File: src/hdl/pe_pkg.sv
// ----------------------------------------------------------------------------
// pe_pkg
// Shared types and constants of the Paillier encrypt/decrypt unit.
// ----------------------------------------------------------------------------
package pe_pkg;

	localparam int WORD_W   = 64;   // width of n^2 and of all modular operands
	localparam int EXP_BITS = 32;   // exponent width walked by square-and-multiply
	localparam int CNT_W    = 6;    // holds EXP_BITS and indexes WORD_W bits
	localparam int ADDR_W   = 5;    // four registers at 8-byte spacing

	// register indexes (paddr[4:3])
	localparam logic [1:0] REG_MODULUS   = 2'd0;
	localparam logic [1:0] REG_GENERATOR = 2'd1;
	localparam logic [1:0] REG_LAMBDA    = 2'd2;
	localparam logic [1:0] REG_MU        = 2'd3;

	// key register reset values
	localparam logic [31:0] MODULUS_RST   = 32'd3127;
	localparam logic [63:0] GENERATOR_RST = 64'd3128;
	localparam logic [31:0] LAMBDA_RST    = 32'd1508;
	localparam logic [31:0] MU_RST        = 32'd1155;

	localparam logic CMD_ENCRYPT = 1'b0;
	localparam logic CMD_DECRYPT = 1'b1;

	typedef enum logic [1:0] {
		OP_MUL,     // plain product, no reduction
		OP_MULMOD,  // product modulo m, a below m
		OP_DIV      // restoring division: quotient and remainder
	} op_t;

	typedef struct packed {
		logic start;
		op_t  op;
	} ser_ctl_t;

	typedef struct packed {
		logic busy;
		logic done;
	} ser_sts_t;

	typedef enum logic [4:0] {
		ST_IDLE,
		ST_WAIT,
		ST_N2,
		ST_GRED,
		ST_RRED,
		ST_PSQ,
		ST_PSQD,
		ST_PMUL,
		ST_PMULD,
		ST_PSTEP,
		ST_E1,
		ST_E2,
		ST_CRED,
		ST_D1,
		ST_DL,
		ST_DMU,
		ST_DMUR,
		ST_FIN,
		ST_ZERO
	} state_t;

endpackage

File: src/hdl/pe_req_if.sv
// ----------------------------------------------------------------------------
// pe_req_if
// Request channel: command and operands, valid/ready handshake.
// ----------------------------------------------------------------------------
interface pe_req_if;
	logic        valid;
	logic        ready;
	logic        command;
	logic [31:0] plaintext;
	logic [31:0] nonce;
	logic [63:0] ciphertext;

	modport source (output valid, command, plaintext, nonce, ciphertext, input ready);
	modport sink   (input valid, command, plaintext, nonce, ciphertext, output ready);
endinterface

File: src/hdl/pe_rsp_if.sv
// ----------------------------------------------------------------------------
// pe_rsp_if
// Response channel: one result word, valid/ready handshake.
// ----------------------------------------------------------------------------
interface pe_rsp_if;
	logic        valid;
	logic        ready;
	logic [63:0] result_value;

	modport source (output valid, result_value, input ready);
	modport sink   (input valid, result_value, output ready);
endinterface

File: src/hdl/paillier_encrypt_decrypt_unit.sv
// ----------------------------------------------------------------------------
// paillier_encrypt_decrypt_unit
// Paillier encryption and decryption with the key in APB registers.
// ----------------------------------------------------------------------------
// One request at a time. Encrypt returns g^m * r^n mod n^2, decrypt returns
// L(c^lambda mod n^2) * mu mod n. All arithmetic runs through a single
// bit-serial unit: a division or reduction steps once per operand bit, and a
// modular product also spends an extra add step on each set multiplier bit.
// Each exponentiation walks 32 exponent bits with one squaring and, for a set
// bit, one multiply. A zero modulus answers 0 without using the serial unit.
// The request side takes a new transfer as soon as the sequencer is idle,
// while the previous result may still sit in the output register.
// Registers (64-bit data, byte address 8*i): 0 modulus, 1 generator,
// 2 lambda, 3 mu. Write only while no request is in flight.
// ----------------------------------------------------------------------------
module paillier_encrypt_decrypt_unit import pe_pkg::*; #(
	parameter int MOD_BITS = 32
) (
	input  logic              clk,
	input  logic              arst_n,
	input  logic              psel,
	input  logic              penable,
	input  logic              pwrite,
	input  logic [ADDR_W-1:0] paddr,
	input  logic [63:0]       pwdata,
	output logic [63:0]       prdata,
	output logic              pready,
	pe_req_if.sink            req,
	pe_rsp_if.source          rsp
);

	// key registers
	logic [31:0] modulus_q;
	logic [63:0] generator_q;
	logic [31:0] lambda_q;
	logic [31:0] mu_q;

	logic [1:0] reg_idx;
	logic       wr_en;

	assign pready  = 1'b1;
	assign reg_idx = paddr[ADDR_W-1:3];
	assign wr_en   = psel && penable && pwrite && pready;

	always_ff @(posedge clk or negedge arst_n) begin
		if (!arst_n) begin
			modulus_q   <= MODULUS_RST;
			generator_q <= GENERATOR_RST;
			lambda_q    <= LAMBDA_RST;
			mu_q        <= MU_RST;
		end else if (wr_en) begin
			case (reg_idx)
				REG_MODULUS:   modulus_q   <= pwdata[31:0];
				REG_GENERATOR: generator_q <= pwdata;
				REG_LAMBDA:    lambda_q    <= pwdata[31:0];
				REG_MU:        mu_q        <= pwdata[31:0];
				default:       ;
			endcase
		end
	end

	always_comb begin
		case (reg_idx)
			REG_MODULUS:   prdata = {32'd0, modulus_q};
			REG_GENERATOR: prdata = generator_q;
			REG_LAMBDA:    prdata = {32'd0, lambda_q};
			REG_MU:        prdata = {32'd0, mu_q};
			default:       prdata = '0;
		endcase
	end

	// only the low MOD_BITS bits of the modulus count
	logic [MOD_BITS-1:0] n;
	assign n = modulus_q[MOD_BITS-1:0];

	// sequencer and datapath registers
	state_t              st_q, st_n;
	state_t              ret_q, ret_n;    // where to go when the unit finishes
	state_t              pret_q;          // where to go when an exponentiation ends
	logic                cmd_q;
	logic [31:0]         msg_q;
	logic [31:0]         nonce_q;
	logic [63:0]         ctext_q;
	logic [WORD_W-1:0]   n2_q;
	logic [WORD_W-1:0]   base_q;
	logic [WORD_W-1:0]   rred_q;
	logic [WORD_W-1:0]   acc_q;
	logic [WORD_W-1:0]   p1_q;
	logic [EXP_BITS-1:0] exp_q;
	logic [CNT_W-1:0]    cnt_q;
	logic [MOD_BITS-1:0] l_q;
	logic [63:0]         res_q;
	logic                out_valid_q;

	ser_ctl_t          ctl;
	ser_sts_t          sts;
	logic [WORD_W-1:0] opa, opb, opm;
	logic [WORD_W-1:0] u_res, u_quo;
	logic [WORD_W-1:0] acc_init;
	logic              out_free;
	logic              req_xfer;

	assign acc_init = (n2_q == WORD_W'(1)) ? '0 : WORD_W'(1);
	assign out_free = !out_valid_q || rsp.ready;
	assign req.ready = (st_q == ST_IDLE);
	assign req_xfer  = req.valid && req.ready;

	pe_serial_unit u_ser (
		.clk    (clk),
		.arst_n (arst_n),
		.ctl    (ctl),
		.opa    (opa),
		.opb    (opb),
		.opm    (opm),
		.sts    (sts),
		.res    (u_res),
		.quo    (u_quo)
	);

	always_ff @(posedge clk or negedge arst_n) begin
		if (!arst_n) begin
			st_q <= ST_IDLE;
		end else begin
			st_q <= st_n;
		end
	end

	// next state and unit commands
	always_comb begin
		st_n      = st_q;
		ret_n     = ret_q;
		ctl.start = 1'b0;
		ctl.op    = OP_MUL;
		opa       = '0;
		opb       = '0;
		opm       = n2_q;
		case (st_q)
			ST_IDLE: begin
				if (req.valid) begin
					if (n == '0) begin
						st_n = ST_ZERO;
					end else begin
						// n^2 first
						ctl.start = 1'b1;
						ctl.op    = OP_MUL;
						opa       = WORD_W'(n);
						opb       = WORD_W'(n);
						ret_n     = ST_N2;
						st_n      = ST_WAIT;
					end
				end
			end
			ST_WAIT: begin
				if (sts.done) begin
					st_n = ret_q;
				end
			end
			ST_N2: begin
				// reduce g (encrypt) or c (decrypt) modulo n^2
				ctl.start = 1'b1;
				ctl.op    = OP_DIV;
				opb       = (cmd_q == CMD_DECRYPT) ? ctext_q : generator_q;
				opm       = u_res;
				ret_n     = (cmd_q == CMD_DECRYPT) ? ST_CRED : ST_GRED;
				st_n      = ST_WAIT;
			end
			ST_GRED: begin
				ctl.start = 1'b1;
				ctl.op    = OP_DIV;
				opb       = WORD_W'(nonce_q);
				ret_n     = ST_RRED;
				st_n      = ST_WAIT;
			end
			ST_RRED: st_n = ST_PSQ;
			ST_PSQ: begin
				ctl.start = 1'b1;
				ctl.op    = OP_MULMOD;
				opa       = acc_q;
				opb       = acc_q;
				ret_n     = ST_PSQD;
				st_n      = ST_WAIT;
			end
			ST_PSQD: st_n = ST_PMUL;
			ST_PMUL: begin
				if (exp_q[EXP_BITS-1]) begin
					ctl.start = 1'b1;
					ctl.op    = OP_MULMOD;
					opa       = acc_q;
					opb       = base_q;
					ret_n     = ST_PMULD;
					st_n      = ST_WAIT;
				end else begin
					st_n = ST_PSTEP;
				end
			end
			ST_PMULD: st_n = ST_PSTEP;
			ST_PSTEP: st_n = (cnt_q == CNT_W'(1)) ? pret_q : ST_PSQ;
			ST_E1:    st_n = ST_PSQ;
			ST_E2: begin
				ctl.start = 1'b1;
				ctl.op    = OP_MULMOD;
				opa       = p1_q;
				opb       = acc_q;
				ret_n     = ST_FIN;
				st_n      = ST_WAIT;
			end
			ST_CRED: st_n = ST_PSQ;
			ST_D1: begin
				if (acc_q == '0) begin
					st_n = ST_DMU;
				end else begin
					// L(x) = (x - 1) / n
					ctl.start = 1'b1;
					ctl.op    = OP_DIV;
					opb       = acc_q - WORD_W'(1);
					opm       = WORD_W'(n);
					ret_n     = ST_DL;
					st_n      = ST_WAIT;
				end
			end
			ST_DL: st_n = ST_DMU;
			ST_DMU: begin
				ctl.start = 1'b1;
				ctl.op    = OP_DIV;
				opb       = WORD_W'(mu_q);
				opm       = WORD_W'(n);
				ret_n     = ST_DMUR;
				st_n      = ST_WAIT;
			end
			ST_DMUR: begin
				ctl.start = 1'b1;
				ctl.op    = OP_MULMOD;
				opa       = WORD_W'(l_q);
				opb       = u_res;
				opm       = WORD_W'(n);
				ret_n     = ST_FIN;
				st_n      = ST_WAIT;
			end
			ST_FIN, ST_ZERO: begin
				if (out_free) begin
					st_n = ST_IDLE;
				end
			end
			default: st_n = ST_IDLE;
		endcase
	end

	always_ff @(posedge clk or negedge arst_n) begin
		if (!arst_n) begin
			ret_q       <= ST_IDLE;
			pret_q      <= ST_IDLE;
			cnt_q       <= '0;
			out_valid_q <= 1'b0;
		end else begin
			if (ctl.start) begin
				ret_q <= ret_n;
			end
			// a new result replaces the one leaving in the same cycle
			if ((st_q inside {ST_FIN, ST_ZERO}) && out_free) begin
				out_valid_q <= 1'b1;
			end else if (rsp.valid && rsp.ready) begin
				out_valid_q <= 1'b0;
			end
			case (st_q)
				ST_RRED, ST_E1, ST_CRED: cnt_q <= CNT_W'(EXP_BITS);
				ST_PSTEP:                cnt_q <= cnt_q - CNT_W'(1);
				default: ;
			endcase
			case (st_q)
				ST_RRED: pret_q <= ST_E1;
				ST_E1:   pret_q <= ST_E2;
				ST_CRED: pret_q <= ST_D1;
				default: ;
			endcase
		end
	end

	// payload registers
	always_ff @(posedge clk) begin
		if (req_xfer) begin
			cmd_q   <= req.command;
			msg_q   <= req.plaintext;
			nonce_q <= req.nonce;
			ctext_q <= req.ciphertext;
		end
		case (st_q)
			ST_N2:   n2_q   <= u_res;
			ST_GRED: base_q <= u_res;
			ST_RRED: begin
				// first exponentiation: g^m
				rred_q <= u_res;
				acc_q  <= acc_init;
				exp_q  <= msg_q;
			end
			ST_PSQD, ST_PMULD: acc_q <= u_res;
			ST_PSTEP: exp_q <= {exp_q[EXP_BITS-2:0], 1'b0};
			ST_E1: begin
				// second exponentiation: r^n
				p1_q   <= acc_q;
				acc_q  <= acc_init;
				exp_q  <= EXP_BITS'(n);
				base_q <= rred_q;
			end
			ST_CRED: begin
				base_q <= u_res;
				acc_q  <= acc_init;
				exp_q  <= lambda_q;
			end
			ST_D1: begin
				// c not coprime to n: L is -1, that is n - 1
				if (acc_q == '0) begin
					l_q <= n - MOD_BITS'(1);
				end
			end
			ST_DL: l_q <= u_quo[MOD_BITS-1:0];
			ST_FIN: begin
				if (out_free) begin
					res_q <= u_res;
				end
			end
			ST_ZERO: begin
				if (out_free) begin
					res_q <= '0;
				end
			end
			default: ;
		endcase
	end

	assign rsp.valid        = out_valid_q;
	assign rsp.result_value = res_q;

`ifndef SYNTH
	a_xfer_leaves_idle: assert property (@(posedge clk) disable iff (!arst_n)
		req_xfer |=> (st_q != ST_IDLE))
		else $error("request transfer did not start the sequencer");

	a_start_when_free: assert property (@(posedge clk) disable iff (!arst_n)
		ctl.start |-> !sts.busy)
		else $error("serial unit started while busy");

	a_wait_has_work: assert property (@(posedge clk) disable iff (!arst_n)
		(st_q == ST_WAIT && !sts.done) |-> sts.busy)
		else $error("sequencer waits on an idle serial unit");

	a_load_only_free: assert property (@(posedge clk) disable iff (!arst_n)
		(out_valid_q && !rsp.ready) |=> $stable(res_q))
		else $error("pending result overwritten");
`endif

endmodule

File: src/hdl/pe_serial_unit.sv
// ----------------------------------------------------------------------------
// pe_serial_unit
// Bit-serial arithmetic unit: product, modular product, division.
// ----------------------------------------------------------------------------
module pe_serial_unit import pe_pkg::*; (
	input  logic              clk,
	input  logic              arst_n,
	input  ser_ctl_t          ctl,
	input  logic [WORD_W-1:0] opa,
	input  logic [WORD_W-1:0] opb,
	input  logic [WORD_W-1:0] opm,
	output ser_sts_t          sts,
	output logic [WORD_W-1:0] res,
	output logic [WORD_W-1:0] quo
);

	logic              busy_q;
	logic              done_q;
	logic              ph_q;     // 1: add cycle of a set multiplier bit
	op_t               op_q;
	logic [CNT_W-1:0]  cnt_q;
	logic [WORD_W-1:0] a_q;
	logic [WORD_W-1:0] b_q;
	logic [WORD_W-1:0] m_q;
	logic [WORD_W-1:0] acc_q;
	logic [WORD_W-1:0] quo_q;

	logic [WORD_W-1:0] addend;
	logic [WORD_W:0]   sum;
	logic [WORD_W:0]   trial;
	logic [WORD_W+1:0] diff;
	logic              ge;
	logic [WORD_W-1:0] nxt_acc;
	logic              adv;

	always_comb begin
		addend = ph_q ? a_q : acc_q;
		sum    = {1'b0, acc_q} + {1'b0, addend};
		trial  = (op_q == OP_DIV) ? {acc_q, b_q[WORD_W-1]} : sum;
		diff   = {1'b0, trial} - {2'b00, m_q};
		ge     = ~diff[WORD_W+1];
		if (op_q == OP_MUL) begin
			nxt_acc = trial[WORD_W-1:0];
		end else begin
			nxt_acc = ge ? diff[WORD_W-1:0] : trial[WORD_W-1:0];
		end
		// division takes one bit a cycle, products spend an extra add step on set bits
		adv = (op_q == OP_DIV) || ph_q || !b_q[WORD_W-1];
	end

	always_ff @(posedge clk or negedge arst_n) begin
		if (!arst_n) begin
			busy_q <= 1'b0;
			done_q <= 1'b0;
			ph_q   <= 1'b0;
			op_q   <= OP_MUL;
			cnt_q  <= '0;
		end else begin
			done_q <= 1'b0;
			if (ctl.start) begin
				busy_q <= 1'b1;
				ph_q   <= 1'b0;
				op_q   <= ctl.op;
				cnt_q  <= '0;
			end else if (busy_q) begin
				if (adv) begin
					ph_q  <= 1'b0;
					cnt_q <= cnt_q + CNT_W'(1);
					if (cnt_q == CNT_W'(WORD_W - 1)) begin
						busy_q <= 1'b0;
						done_q <= 1'b1;
					end
				end else begin
					ph_q <= 1'b1;
				end
			end
		end
	end

	always_ff @(posedge clk) begin
		if (ctl.start) begin
			a_q   <= opa;
			b_q   <= opb;
			m_q   <= opm;
			acc_q <= '0;
			quo_q <= '0;
		end else if (busy_q) begin
			acc_q <= nxt_acc;
			if (op_q == OP_DIV) begin
				quo_q <= {quo_q[WORD_W-2:0], ge};
			end
			if (adv) begin
				b_q <= {b_q[WORD_W-2:0], 1'b0};
			end
		end
	end

	assign sts.busy = busy_q;
	assign sts.done = done_q;
	assign res      = acc_q;
	assign quo      = quo_q;

endmodule
File: src/flat_wrapper.sv
// flat-port wrapper written by rule: the top's interface ports become plain ports
module paillier_encrypt_decrypt_unit_flat import pe_pkg::*;
#(
	parameter int MOD_BITS = 32
)
  (clk, arst_n, psel, penable, pwrite, paddr, pwdata, prdata, pready, req_valid, req_command, req_plaintext, req_nonce, req_ciphertext, req_ready, rsp_valid, rsp_result_value, rsp_ready);
  pe_req_if req_i ();
  pe_rsp_if rsp_i ();
  input  logic clk;
  input  logic arst_n;
  input  logic psel;
  input  logic penable;
  input  logic pwrite;
  input  logic [ADDR_W-1:0] paddr;
  input  logic [63:0] pwdata;
  output logic [63:0] prdata;
  output logic pready;
  input wire logic [$bits(req_i.valid)-1:0] req_valid;
  input wire logic [$bits(req_i.command)-1:0] req_command;
  input wire logic [$bits(req_i.plaintext)-1:0] req_plaintext;
  input wire logic [$bits(req_i.nonce)-1:0] req_nonce;
  input wire logic [$bits(req_i.ciphertext)-1:0] req_ciphertext;
  output wire logic [$bits(req_i.ready)-1:0] req_ready;
  output wire logic [$bits(rsp_i.valid)-1:0] rsp_valid;
  output wire logic [$bits(rsp_i.result_value)-1:0] rsp_result_value;
  input wire logic [$bits(rsp_i.ready)-1:0] rsp_ready;
  assign req_i.valid = req_valid;
  assign req_i.command = req_command;
  assign req_i.plaintext = req_plaintext;
  assign req_i.nonce = req_nonce;
  assign req_i.ciphertext = req_ciphertext;
  assign req_ready = req_i.ready;
  assign rsp_valid = rsp_i.valid;
  assign rsp_result_value = rsp_i.result_value;
  assign rsp_i.ready = rsp_ready;
  paillier_encrypt_decrypt_unit #(.MOD_BITS(MOD_BITS)) u_core (.clk(clk), .arst_n(arst_n), .psel(psel), .penable(penable), .pwrite(pwrite), .paddr(paddr), .pwdata(pwdata), .prdata(prdata), .pready(pready), .req(req_i), .rsp(rsp_i));
endmodule
File: config.mk
export PLATFORM = sky130hd
export DESIGN_NAME = paillier_encrypt_decrypt_unit_flat
export DESIGN_NICKNAME = d
export VERILOG_FILES = /design/src/hdl/pe_pkg.sv /design/src/hdl/pe_req_if.sv /design/src/hdl/pe_rsp_if.sv /design/src/hdl/paillier_encrypt_decrypt_unit.sv /design/src/hdl/pe_serial_unit.sv /design/src/flat_wrapper.sv
export SDC_FILE = /design/constraint.sdc
export NUM_CORES = 2
export LEC_CHECK = 0
export BUFFER_PORTS_ARGS = -buffer_cell sky130_fd_sc_hd__buf_4
export CORE_UTILIZATION = 35
export DETAILED_ROUTE_END_ITERATION = 7
export PLACE_DENSITY = 0.59
export SETUP_SLACK_MARGIN = 0.1
export SLEW_MARGIN = 20
export SYNTH_ARGS = -nofsm -noshare
export SYNTH_HDL_FRONTEND = slang
export SYNTH_SLANG_ARGS = --single-unit
File: constraint.sdc
create_clock -name clk -period 19.7 [get_ports clk]
set_input_delay 0.985 -clock clk [delete_from_list [all_inputs] [get_ports clk]]
set_output_delay 0.985 -clock clk [all_outputs]
set_load 0.005 [all_outputs]
After elaboration in Yosys (flattened, before gate mapping):

Cells that the tools add are included.
W data, S select, Z words.

* memories kept: 0
* ROM bits: 0
* output and inout bits: 131
* input port bits: 205
* bits in writable memories: 0
* word-level logic and storage cells: 182
* latch bits: 0
* register bits after elaboration: 1058

* reductions and logical operators: 46
* add/sub/neg operators: 6
* eq/ne operators: 34
* $mul: 0
* bitwise logic cells: 1
* shifts and indexed selects: 0
* $lt $le $gt $ge: 0
* multiplexer cells: 64
* divide/modulo/power cells: 0

Operators by type and width (number)
* $mux W64: 14
* $pmux W64 S8: 1
* $pmux W64 S2: 3
* $pmux W64 S5: 1
* $pmux W64 S4: 1
* $pmux W64 S3: 1
* $pmux W32 S4: 1
* $sub A65 B64 Y66: 1
* $add A64 B64 Y65: 1
* $mux W65: 1
* $eq A64 B1 Y1 const B: 1
* $logic_not A64 Y1: 1
* $mux W32: 2
* $pmux W32 S2: 1
* $sub A64 B1 Y64 const B: 1
* $pmux W5 S11: 1
* $mux W5: 9
* $eq A5 B4 Y1 const B: 8
* $pmux W5 S8: 1
* $logic_not A32 Y1: 1
* $sub A32 B1 Y32 const B: 1
* $eq A5 B3 Y1 const B: 4
* $mux W6: 3
* $reduce_bool A2 Y1: 8
* other kinds (32): 84

Longest topological paths before layout:

* word-level depth: 6
* mapped depth: 31

Cells and area by module:

Synthesis repeated with hierarchy kept, for this count alone.

* cell total of the unflattened synthesis: 4878
* area, all modules: 56271.5 sq um

By module, submodules not included
* paillier_encrypt_decrypt_unit: instances 1, area each 34942.3 sq um, cells each 2564, sequential area each 21883.5 sq um
* pe_serial_unit: instances 1, area each 21329.2 sq um, cells each 2314, sequential area each 8603.3 sq um

Worst setup path after synthesis:

Ideal clock, no wire load.

* path type: input port to flip-flop
* start: in req_valid
* end: reg u_core.u_ser.a_q[0] (enable)
* arrival: 18.409 ns
* stages on the path: 7
* buffers on the path: 2
* slack: 0.749 ns
* data required time: 19.158 ns
* path through: inv_1 > nor4_1 > nand2_1 > and3_1 > buf_4 > inv_2 > buf_1

RTL lines
* start, declared: RTL line flat_wrapper.sv:18 `input wire logic [$bits(req_i.valid)-1:0] req_valid;`
* end signal, assigned: RTL line pe_serial_unit.sv:82 `a_q <= opa;`
* end, declared: RTL line pe_serial_unit.sv:22 `logic [WORD_W-1:0] a_q;`

Final worst setup path:

* start: reg u_core.u_ser.ph_q
* end: reg u_core.u_ser.acc_q[59] (netlist: u_core.u_ser.res[59])

* longest elaborated chain between the ends: 6

Ends and longest elaborated chain
* start, declared: RTL line pe_serial_unit.sv:19 `logic ph_q;`
* start signal, assigned: RTL line pe_serial_unit.sv:55 `ph_q <= 1'b0;`
* start signal, assigned: RTL line pe_serial_unit.sv:62 `ph_q <= 1'b0;`
* start signal, assigned: RTL line pe_serial_unit.sv:67 `ph_q <= 1'b0;`
* $mux W64 *: RTL line pe_serial_unit.sv:37 `addend = ph_q ? a_q : acc_q;`
* $add A64 B64 Y65 *: RTL line pe_serial_unit.sv:38 `sum = {1'b0, acc_q} + {1'b0, addend};`
* $mux W65 *: RTL line pe_serial_unit.sv:39 `trial = (op_q == OP_DIV) ? {acc_q, b_q[WORD_W-1]} : sum;`
* $sub A65 B64 Y66: RTL line pe_serial_unit.sv:40 `diff = {1'b0, trial} - {2'b00, m_q};`
* $mux W64: RTL line pe_serial_unit.sv:45 `nxt_acc = ge ? diff[WORD_W-1:0] : trial[WORD_W-1:0];`
* $mux W64 *: RTL line pe_serial_unit.sv:42 `if (op_q == OP_MUL) begin`
* end signal, assigned: RTL line pe_serial_unit.sv:88 `acc_q <= nxt_acc;`
* end, declared: RTL line pe_serial_unit.sv:25 `logic [WORD_W-1:0] acc_q;`

Every way passes the cells marked *; elsewhere a longest branch is shown, timed or not.
A chain may end at the register's enable or synchronous reset.

==> summary.txt <==
Run status
  – Status: finished with violations
  – Failing checks: DRC

Pwr
  – Leakage: 0.0241 uW
  – P per Cell Area: 194 nW/um2
  – Worst VDD drop: 0.121 mV

Logic synthesis
  – FF+latch count, synth: between 1000 and 1500
  – Syn Nets: 5206
  – Top-area cell type share of the netlist area: a little over two fifths
  – Dominant cell type by area after synthesis: edfxtp_1
  – Synthesized cell area: 54800 um2
  – Mapped Avg Cell Area: 11.3 um2
  – Largest cells by area after synthesis: edfxtp_1 42%, dfrtp_1 7.8%, mux2_2 6.2%, dfxtp_1 3.5%, a21oi_1 3.2%
  – Ys async rst share: 18.2%
  – Seq/Total Area, Yosys: 54.5%
  – Top_reg_cell synth: edfxtp_1
  – Number of synthesized flops with an enable pin: 769
  – YS warnings: 0
  – Syn Inst Count: 4865
  – Synth unique cells: 97

Die
  – Starting Density: around 35%
  – Total core area: ~150000 um2
  – Die area: 158000 um2
  – # rows: 144
  – Die width: 398 um
  – Die Ht: around 400 um
  – Ports: 336

Clock network
  – CTS max path bufs: 3
  – PostCTS Resize Cnt: 0
  – Post-CTS Hold Buffers: 0
  – Clock latency on the worst-skew pair: ~750 ps
  – Clock slew at reported path FFs: about 60 ps
  – CTS root buf: clkbuf_16
  – Clock sinks: 1057
  – Setup bufs post-CTS: 0
  – H-tree levels: 3
  – TritonCTS clock tree: yes
  – Clock buffer count from CTS: roughly 110

Timing
  – Slew @ Worst Pin: 1210 ps
  – Setup repair after global routing missed its margin: no
  – Peak Freq: 116 MHz
  – Hold Vio Cnt, Final: 0
  – Max-slew violations: 0
  – Final period util: 43.9%
  – Setup TNS Final: 0 ps
  – Final worst clock skew: 54.0 ps
  – Fin crit period: 8640 ps
  – Worst slew margin: 18.6%
  – Setup-failing EPs final: 0

Critical path
  – Crit end category: flip-flop
  – Critical setup path kind: reg -> reg
  – Crit path DAT: roughly 9300 ps
  – Crit path max fanout: between 60 and 70
  – Startpoint Class: flip-flop
  – Worst R2R Start: u_core.u_ser.ph_q
  – Crit. Startpoint: u_core.u_ser.ph_q
  – CP peak stage delay: around 780 ps
  – Worst-path cell chain: buf_4 > mux2_2 > ha_1 > a21oi_1 > o21ai_0 > a21oi_1 > o221a_2 > nor3b_1 > o21ai_1 > o31ai_1 > xnor2_1 > nand2_1 > nand2_1 > ha_1 > nand2_1 > nor2_1 > nand3_1 > o21ai_1 > o21ai_1 > a31oi_4 > buf_4 > buf_4 > a31oi_1 > a21oi_1
  – Buf+Inv Stages, Crit Path: 3
  – Slowest-stage cell, CP: o31ai_1
  – WP depth: 24
  – Cell family with most CP delay: compound AO/OA/AOI/OAI gates
  – Path depth of the worst reg2reg path: 24
  – CP required: roughly 20000 ps

Worst hold path
  – Hold crit path type: in -> async

Placement
  – DP HPWL: 131 mm
  – Placer's final routability congestion estimate: 0.909
  – PortBufs: 331

Route
  – Total number of vias: 41400
  – Routed Wire Length: around 180 mm
  – Post-DR wirelength/cell: 25.4 um
  – First DRT Iteration DRCs: 5109
  – DRC Markers: 5
  – Antenna viol nets, final: 0
  – First-pass DRT Iterations: 8
  – Number of vias per cell: 5.73

Finish
  – Share of cells above drive strength 1: 19.9%
  – Most frequent cells in the layout: 769 x edfxtp_1, 437 x nand2_1, 436 x buf_4
  – Final Util: slightly above 40%
  – Nets: 5421
  – Area growth, synth to finish: 15.2%
  – Most common cell after layout, fill and taps aside: edfxtp_1

GRT
  – Initial antenna violation count: 6
  – GR Overflow Total: 0
  – Met1 Use GR: 34.6%
  – Tot GR Track Use: a little under a quarter
  – Met2 Usage GRT: 32.8%
  – GRT met3 Usage: 3.11%
  – Global-route wire length before repair: between 200 and 300 mm
  – Global-route layer with the greatest usage: met1
  – Largest net degree at the start of global routing: 135
  – Vias in the first global route: 39400

Job
  – MaxCap Viol Count: 0
[Yosys cell counts (92+ instances only)]
cell / instances
dfxtp_1: 96
and2_1: 175
dfrtp_1: 170
mux2_2: 303
xnor2_1: 92
edfxtp_1: 769
nand2_1: 439
ha_1: 134
nor2_1: 366
a21oi_1: 352
inv_1: 146
o21ai_0: 232
a222oi_1: 132
clkbuf_1: 256
[per-layer routing]
layer	share of wire, %	vias to the layer above
met5	0	-
met4	2.8	0
met3	8.1	242
met2	42	1842
met1	47	20500
li1	-	18800
[power by group]
part	leakage (uW)	internal, uW	switching [uW]
sequential	0.0103	3150	481
combinational	0.0120	2450	4010
clock	0.00180	1190	943
total	0.0241	6790	5440
[worst paths after layout]
| kind | to | slack [ps] |
|---|---|---|
| max reg2reg | u_core.u_ser.res[59] | 11060 |
| min | u_core.mu_q[19] | 290 |
| min in group clk | u_core.ctext_q[28] | 410 |
| max | u_core.u_ser.res[59] | 11060 |
| min reg2reg | u_core.u_ser.quo[31] | 460 |
| max in group asynchronous | u_core.u_ser.busy_q | 17280 |
[through the flow]
step | area [um2] | setup slack, ps | total power [uW] | hold WS, ps | instances
3_5_place_dp | 59500 | 11100 | 10000 | 452 | 7010
3_3_place_gp | 59500 | 11140 | 9990 | 446 | 7010
6_report | 63200 | 11060 | 12200 | 287 | 7226
4_1_cts | 63100 | 11030 | 12200 | 300 | 7223
5_1_grt | 63200 | 10590 | 13000 | 342 | 7224
2_1_floorplan | 54800 | 749 | 8140 | 421 | 4865
[cells by family after synthesis]
kind of cell / count (synthesis) / share of synthesized area [%]
simple gates: 1368 / 12.0
compound gates: 1250 / 15.4
flops: 1057 / 54.5
buf+inv: 485 / 3.54
mux: 417 / 9.04
xor+xnor: 151 / 2.41
fa+ha+maj: 136 / 3.13
other cells: 1 / 0.00684
[area by class of cell]
| cell class | count | area (um2) |
|---|---|---|
| diodes | 3 | 7.51 |
| clock buffers | 149 | 3130 |
| clock inverters | 64 | 553 |
| fillers | 14700 | 91600 |
| inverters | 148 | 566 |
| multi-input cells | 3323 | 23200 |
| flip-flops and latches | 1057 | 29900 |
| well taps | 2044 | 2560 |
| repair buffers | 438 | 3310 |
[state kept, by name, indices dropped and copies added, names as in the netlist, 64 cells and up]
name                     count
u_core.acc_q                64
u_core.base_q               64
u_core.ctext_q              64
u_core.generator_q          64
u_core.n2_q                 64
u_core.p1_q                 64
u_core.rred_q               64
u_core.rsp.result_value     64
u_core.u_ser.a_q            64
u_core.u_ser.b_q            64
u_core.u_ser.m_q            64
u_core.u_ser.res            64
Note: power is estimated with default switching activity, not from simulation.
